### src/rtl/abtd_pkg.sv
// ----------------------------------------------------------------------------
// abtd_pkg
// Shared types and constants of the adaptive bucket threshold detector.
// ----------------------------------------------------------------------------
package abtd_pkg;

  localparam int BUCKET_W = 4;
  localparam int SAMPLE_W = 16;
  localparam int CNT_W    = 16;
  localparam int CFG_W    = 16;
  localparam int CFG_IDX_W = 2;

  // register indexes of the configuration port
  localparam logic [CFG_IDX_W-1:0] REG_DECAY_STEP  = 2'd0;
  localparam logic [CFG_IDX_W-1:0] REG_GROWTH_STEP = 2'd1;
  localparam logic [CFG_IDX_W-1:0] REG_COUNT_LIMIT = 2'd2;

  localparam logic [CFG_W-1:0] DECAY_STEP_RST  = 16'd1;
  localparam logic [CFG_W-1:0] GROWTH_STEP_RST = 16'd1;
  localparam logic [CFG_W-1:0] COUNT_LIMIT_RST = 16'd64;

  localparam logic [CNT_W-1:0] CNT_MAX = {CNT_W{1'b1}};

  // input action codes
  localparam logic ACT_CLASSIFY = 1'b0;
  localparam logic ACT_LOAD     = 1'b1;

  typedef struct packed {
    logic [CFG_W-1:0] decay_step;
    logic [CFG_W-1:0] growth_step;
    logic [CFG_W-1:0] count_limit;
  } abtd_cfg_t;

  // item as it travels down the row of cells
  typedef struct packed {
    logic                valid;
    logic                action;
    logic [BUCKET_W-1:0] bucket;
    logic [SAMPLE_W-1:0] sample;
    logic                attack;
  } abtd_item_t;

endpackage

### src/rtl/abtd_cell.sv
// ----------------------------------------------------------------------------
// abtd_cell
// One bucket: threshold, hit and idle counters, updated as an item passes.
// ----------------------------------------------------------------------------
module abtd_cell #(
  parameter int CELL_INDEX = 0,
  parameter int VALUE_BITS = 16
) (
  input  logic                clk,
  input  logic                rst,
  input  logic                en,
  input  abtd_pkg::abtd_cfg_t cfg,
  input  abtd_pkg::abtd_item_t in_item,
  output abtd_pkg::abtd_item_t out_item
);

  localparam int EXT_W = ((VALUE_BITS > abtd_pkg::SAMPLE_W) ? VALUE_BITS
                                                            : abtd_pkg::SAMPLE_W) + 1;
  localparam logic [EXT_W-1:0] THR_MAX_E = EXT_W'({VALUE_BITS{1'b1}});

  logic [VALUE_BITS-1:0]       threshold;
  logic [abtd_pkg::CNT_W-1:0]  hit_count;
  logic [abtd_pkg::CNT_W-1:0]  idle_count;

  logic [VALUE_BITS-1:0]       threshold_next;
  logic [abtd_pkg::CNT_W-1:0]  hit_count_next;
  logic [abtd_pkg::CNT_W-1:0]  idle_count_next;
  abtd_pkg::abtd_item_t        out_item_next;

  logic                        match;
  logic                        hot;
  logic                        cold;
  logic [abtd_pkg::CNT_W-1:0]  hit_inc;
  logic [abtd_pkg::CNT_W-1:0]  idle_inc;
  logic [EXT_W-1:0]            thr_e;
  logic [EXT_W-1:0]            dec_e;
  logic [EXT_W-1:0]            thr_lowered;
  logic [EXT_W-1:0]            thr_raised;
  logic [EXT_W-1:0]            load_e;

  assign match = (32'(in_item.bucket) == CELL_INDEX);

  always_comb begin
    hit_inc  = (hit_count  == abtd_pkg::CNT_MAX) ? hit_count  : hit_count  + 1'b1;
    idle_inc = (idle_count == abtd_pkg::CNT_MAX) ? idle_count : idle_count + 1'b1;
    thr_e    = EXT_W'(threshold);
    dec_e    = EXT_W'(cfg.decay_step);
    load_e   = EXT_W'(in_item.sample);

    threshold_next  = threshold;
    hit_count_next  = hit_count;
    idle_count_next = idle_count;
    hot             = 1'b0;
    cold            = 1'b0;
    thr_lowered     = thr_e;
    thr_raised      = thr_e;
    out_item_next   = in_item;

    if (in_item.valid) begin
      if (in_item.action == abtd_pkg::ACT_LOAD) begin
        if (match) begin
          threshold_next  = (load_e > THR_MAX_E) ? VALUE_BITS'(THR_MAX_E)
                                                 : VALUE_BITS'(load_e);
          hit_count_next  = '0;
          idle_count_next = '0;
        end
      end else begin
        if (match) begin
          if (load_e > thr_e) begin
            out_item_next.attack = 1'b1;
          end
          hit_count_next  = hit_inc;
          idle_count_next = '0;
        end else begin
          idle_count_next = idle_inc;
        end
        hot  = (hit_count_next  >= cfg.count_limit);
        cold = (idle_count_next >= cfg.count_limit);
        // lowering first, then raising on the result
        if (hot) begin
          thr_lowered    = (thr_e > dec_e) ? thr_e - dec_e : '0;
          hit_count_next = '0;
        end
        thr_raised = thr_lowered;
        if (cold) begin
          thr_raised      = thr_lowered + EXT_W'(cfg.growth_step);
          if (thr_raised > THR_MAX_E) begin
            thr_raised = THR_MAX_E;
          end
          idle_count_next = '0;
        end
        threshold_next = VALUE_BITS'(thr_raised);
      end
    end
  end

  always_ff @(posedge clk) begin
    if (rst) begin
      threshold  <= '0;
      hit_count  <= '0;
      idle_count <= '0;
      out_item   <= '0;
    end else if (en) begin
      threshold  <= threshold_next;
      hit_count  <= hit_count_next;
      idle_count <= idle_count_next;
      out_item   <= out_item_next;
    end
  end

`ifndef NO_ASSERTIONS
  a_match_idle_clear: assert property (@(posedge clk) disable iff (rst)
    (en && in_item.valid && match) |=> (idle_count == '0))
    else $error("matched bucket kept a nonzero idle count");

  a_hit_below_limit: assert property (@(posedge clk) disable iff (rst)
    (en && in_item.valid && in_item.action == abtd_pkg::ACT_CLASSIFY)
      |=> (hit_count == '0 || hit_count < $past(cfg.count_limit)))
    else $error("hit count left at or above limit after adaptation");

  a_stall_holds: assert property (@(posedge clk) disable iff (rst)
    !en |=> ($stable(threshold) && $stable(hit_count) && $stable(idle_count)))
    else $error("bucket state changed while the row was stalled");
`endif

endmodule

### config.mk
export PLATFORM = sky130hd
export DESIGN_NAME = abtd_cell
export DESIGN_NICKNAME = d
export VERILOG_FILES = /design/src/rtl/abtd_pkg.sv /design/src/rtl/abtd_cell.sv
export SDC_FILE = /design/constraint.sdc
export NUM_CORES = 1
export LEC_CHECK = 0
export BUFFER_PORTS_ARGS = -buffer_cell sky130_fd_sc_hd__buf_2
export CAP_MARGIN = 15
export CORE_MARGIN = 8
export CORE_UTILIZATION = 55
export DETAILED_ROUTE_END_ITERATION = 10
export GPL_TIMING_DRIVEN = 0
export PLACE_DENSITY = 0.84
export SLEW_MARGIN = 20
export SYNTH_ARGS = -nofsm -noshare
export SYNTH_HDL_FRONTEND = slang
export SYNTH_SLANG_ARGS = --single-unit
### constraint.sdc
create_clock -name clk -period 9.02 [get_ports clk]
set_input_delay 1.353 -clock clk [delete_from_list [all_inputs] [get_ports clk]]
set_output_delay 1.353 -clock clk [all_outputs]
set_load 0.01 [all_outputs]
Word-level counts from Yosys, hierarchy flattened
Cells that the tools add are included.

Flip-flop bits (word level): 71. Latch bits: 0. RAM bits: 0. Bits in read-only memories: 0. Word-level logic and storage cells: 47. Memories kept: 0.

Add/sub/neg operators: 4. Multipliers: 0. Div/mod/pow operators: 0. Magnitude comparators: 5. Equality and inequality tests: 3. Shift-type cells: 0. Muxes and demuxes: 25. Bitwise operators: 0. Reduce and logical (&&, ||, !) cells: 2.

Operators by type and width (count): 16-bit 2-to-1 mux (17); 17-bit 2-to-1 mux (4); 16-bit by 1-bit adder with 16-bit output (second input constant) (2); 16-bit == test (second input constant) (2); 16-bit >= comparator (2); 16-bit greater-than comparator (2); 17-bit by 16-bit adder with 17-bit output (1); 17-bit by 16-bit greater-than comparator with 1-bit output (second input constant) (1); 16-bit by 16-bit subtractor with 17-bit output (1); 4-bit logical NOT (1); 1-bit 2-to-1 mux (4); 3-bit AND reduction (1); 2-bit by 1-bit inequality test with 1-bit output (second input constant) (1).

Depth between registers and ports, before layout
Depth after elaboration: 14. Mapped depth: 30.

Worst setup path after synthesis
OpenSTA, ideal clock, no wires.

Path type: input to register. Start point: in in_item[17] (netlist bit). End point: reg threshold[7]. Data arrival time: 6.656 ns. Setup slack: 2.233 ns. Stages on the path: 28. Buffers on the path: 5. Path through: nor4_1 o31a_1 buf_6 and3_4 buf_6 nand3_1 xnor2_1 ha_1 a21o_1 nand3_1 a21oi_1 a211oi_1 and2_1 clkbuf_1 clkbuf_1 o31ai_1 ha_1 inv_1 fa_1 nor2b_1 o2111a_1 o21ai_0 a31oi_1 a221o_1 a31o_2 buf_2 a221oi_1 o22ai_1.

Word-level cells in the longest chain between the ends: 13. Elaborated cells on any way between the ends: 19. Classes of those cells: add/sub (1); order compare (3); eq/ne (1); mux (12); reduce/logical (2).

Ends and longest elaborated chain: start: declaration (RTL line abtd_cell.sv:13) `input abtd_pkg::abtd_item_t in_item,`; 4-bit logical NOT * (RTL line abtd_cell.sv:41) `assign match = (32'(in_item.bucket) == CELL_INDEX);`; 16-bit 2-to-1 mux (RTL line abtd_cell.sv:68) `if (match) begin`; 16-bit 2-to-1 mux (RTL line abtd_cell.sv:60) `if (in_item.action == abtd_pkg::ACT_LOAD) begin`; 16-bit 2-to-1 mux (RTL line abtd_cell.sv:59) `if (in_item.valid) begin`; 16-bit >= comparator (RTL line abtd_cell.sv:77) `hot = (hit_count_next >= cfg.count_limit);`; 17-bit 2-to-1 mux (RTL line abtd_cell.sv:80) `if (hot) begin`; 17-bit 2-to-1 mux (RTL line abtd_cell.sv:60); 17-bit 2-to-1 mux (RTL line abtd_cell.sv:59); 17-bit by 16-bit adder with 17-bit output (RTL line abtd_cell.sv:86) `thr_raised = thr_lowered + EXT_W'(cfg.growth_step);`; 17-bit by 16-bit greater-than comparator with 1-bit output (RTL line abtd_cell.sv:87) `if (thr_raised > THR_MAX_E) begin`; 16-bit 2-to-1 mux (RTL line abtd_cell.sv:87); 16-bit 2-to-1 mux (RTL line abtd_cell.sv:85) `if (cold) begin`; 16-bit 2-to-1 mux (RTL line abtd_cell.sv:60); end signal: assignment (RTL line abtd_cell.sv:104) `threshold <= threshold_next;`; end: declaration (RTL line abtd_cell.sv:21) `logic [VALUE_BITS-1:0] threshold;`.

Mark *: on every way between the ends. The rest lies on a longest branch, timed or not. The select of a mux whose other input is x is not followed. A chain may end at the register's enable or synchronous reset.

Final worst setup path
Same ends and word-level chain as after synthesis.

==> flow_summary.json <==
{
  "status": "completed",
  "grt_pass1_vias": 6539,
  "min_from": "out_item[14]",
  "root_buffer": "clkbuf_16",
  "rsz0062_at_grt": "no",
  "n_fill_cell": 1047,
  "cap_violations": 0,
  "wl_per_cell_um": 17.8,
  "grtUsageTotal_pct": 24.7,
  "h-tree-depth": 3,
  "hpwl_um": 15900,
  "yosys.area.top_type": "dfxtp_1",
  "met2_usage_pct": 37.6,
  "area_delta_synth_final_pct": 14.1,
  "synth_enable_flop_cells": 0,
  "dp.cells": 1109,
  "reg2regPathDepth": 30,
  "synth_nets": 1026,
  "path_buf_inv": 7,
  "antennaDiodeCount": 0,
  "num_vias": 7050,
  "postCtsSetupRepairBufs": 0,
  "power.density_nw_per_um2": 112,
  "finClkSkew_ns": 0.00890,
  "fin_cells": 1125,
  "cts_tree": "yes",
  "drt-total-wl_um": 20000,
  "worstSetupStartpointType": "input pin",
  "synth_top_area_share_pct": 21.4,
  "fin_nets": 1131,
  "crit_slowest_cell": "nor4_1",
  "grt_pass1_wl_um": 32100,
  "die-area_sq_um": 15900,
  "setup_violations": 0,
  "clock-sinks": 71,
  "port_buffers": 94,
  "critPathKind": "input pin to register",
  "synthesis.area_sq_um": 6650,
  "p_leak_uw": 0.00342,
  "fin_setup_tns_ns": 0,
  "fmax_mhz": 120,
  "firstDrtPassIters": 5,
  "die_w_um": 126,
  "viasPerCell": 6.27,
  "die_h_um": 126,
  "synth_most_common_cell": "nor2_1",
  "whs_ns": 0.481,
  "synthTopCellsByArea": "dfxtp_1 (21%), ha_1 (15%), nor2_1 (5.8%), a21oi_1 (4.1%), mux2i_1 (3.9%)",
  "postCtsHoldBufs": 0,
  "min_period_ns": 8.34,
  "ys_ff_latch": 71,
  "max-slew-margin-rel_pct": 35.2,
  "met1_usage_pct": 32.5,
  "drtIter0Drc": 800,
  "worst_pin_slew_ns": 0.964,
  "met3_usage_pct": 6.75,
  "netlist-cell-type-count": 68,
  "arrival_ns": 8.56,
  "synthesis.instances": 868,
  "numCtsBuffers": 9,
  "rows": 40,
  "avgSynthCellArea_sq_um": 7.66,
  "path_clk_slew_ns": 0.06,
  "path_depth": 29,
  "io_pins": 97,
  "ys.flop_type": "dfxtp_1",
  "drv_slew": 0,
  "drc_errors": 0,
  "clk_latency_ns": 0.35,
  "top_usage_layer": "met2",
  "gr-total-overflow": 0,
  "layout-drive-gt1-share_pct": 14.0,
  "yosysWarnings": 0,
  "fin_area_sq_um": 7580,
  "dpl_cell_area_sq_um": 7300,
  "pre_cts_ws_ns": 0.393,
  "start_util_pct": 55.8,
  "max_stage_delay_ns": 0.83,
  "vdd.ir_drop.worst_v": 0.000126,
  "period_share_pct": 92.5,
  "required_ns": 9.24,
  "ant_nets": 0,
  "startpoint": "in_item[17]",
  "worst_slack_ns": 0.677,
  "design.core.area_sq_um": 11900,
  "rr_startpoint": "hit_count[0]",
  "gp_congestion": 0.994,
  "worstPathMaxFanout": 10,
  "synthTopCellsByCount": "nor2_1 (103), ha_1 (82), dfxtp_1 (71)",
  "cp_top_family": "compound AO/OA/AOI/OAI gates",
  "holdPathStages": 2,
  "hp-class": "register to register",
  "clk_path_buf_depth": 2,
  "async_flop_share_pct": 0,
  "hold_violations": 0,
  "antenna_found_initial": 0,
  "post_cts_resized": 0,
  "synth-seq-area-share_pct": 21.4,
  "crit_path_end_kind": "register",
  "grt_max_degree": 14
}
==> metrics by stage <==
step / power [uW] / util, %
after global placement: 508 / 61.3
final: 846 / 63.7
after CTS: 842 / 63.6
after detailed placement: 512 / 61.3
after floorplan: 451 / -
after global routing: 879 / 63.7
==> cells by family (layout without fill, tap and decap cells) <==
group	Yosys count	in the layout	synth area share, %
muxes	28	28	4.26
adders and majority gates	84	84	16.0
xor gates and xnor gates	33	33	4.35
buffers and inverters	108	218	6.40
and+or+nand+nor	278	278	20.4
AOI/OAI and AO/OA	266	266	27.2
DFF	71	71	21.4
==> cell type report <==
class                   count  area [sq um]  share of cell area (%)
multi-input cells         689          4810                    63.4
plain buffers              40           170                    2.24
inverters                  68           255                    3.37
repair buffers             94           470                    6.20
well taps                 147           184                    2.43
clock inverters             6          46.3                   0.611
clock buffers              10           229                    3.02
flip-flops and latches     71          1420                    18.7
==> sequential cells by signal, summed over array words and instances (netlist names) <==
name	flops
hit_count	16
threshold	16
out_item	23
idle_count	16
==> cells in the final DEF, fill, tap and decap left out, types with 10 or more instances in the layout <==
master,netlist,layout
nor2_1,103,103
buf_2,4,98
o21ai_0,45,45
nand3_1,30,30
a21o_1,18,18
a22oi_1,19,19
xnor2_1,25,25
a211oi_1,17,17
a21oi_1,54,54
a31oi_1,17,17
inv_1,68,68
nor3_1,23,23
nor3b_1,10,10
dfxtp_1,71,71
mux2i_1,26,26
nand2b_1,10,10
clkbuf_1,29,30
ha_1,82,82
nand4_1,13,13
nand2_1,44,44
o21a_1,16,16
==> metal layers <==
metal | routed length, um | vias to the layer above | part of all wire (%)
li1 | - | 3413 | -
met1 | 8780 | 3254 | 44
met2 | 8690 | 339 | 43
met3 | 1950 | 44 | 9.8
met4 | 564 | 0 | 2.8
met5 | 0 | - | 0
==> worst register-to-register path: cells and delay by family, from the launching register on <==
family,cells,cell delay [ns]
AOI/OAI and AO/OA,12,3.24
buffers and inverters,7,1.47
and+or+nand+nor,6,1.23
adders and majority gates,4,1.01
DFF,1,0.45
xor gates and xnor gates,1,0.17
==> final timing paths <==
check                 endpoint  slack [ns]
setup / recovery  threshold[7]        0.68
hold / removal    out_item[14]        0.48
setup reg to reg  threshold[7]        1.32
hold reg to reg   out_item[14]        0.48
==> where the power goes <==
part	internal (uW)	switching, uW	leakage, uW	total (uW)
sequential	323	6.46	0.000578	329
combinational	73.9	107	0.00271	181
clock	188	148	0.000134	336
Power figures use the tool's default switching activity.
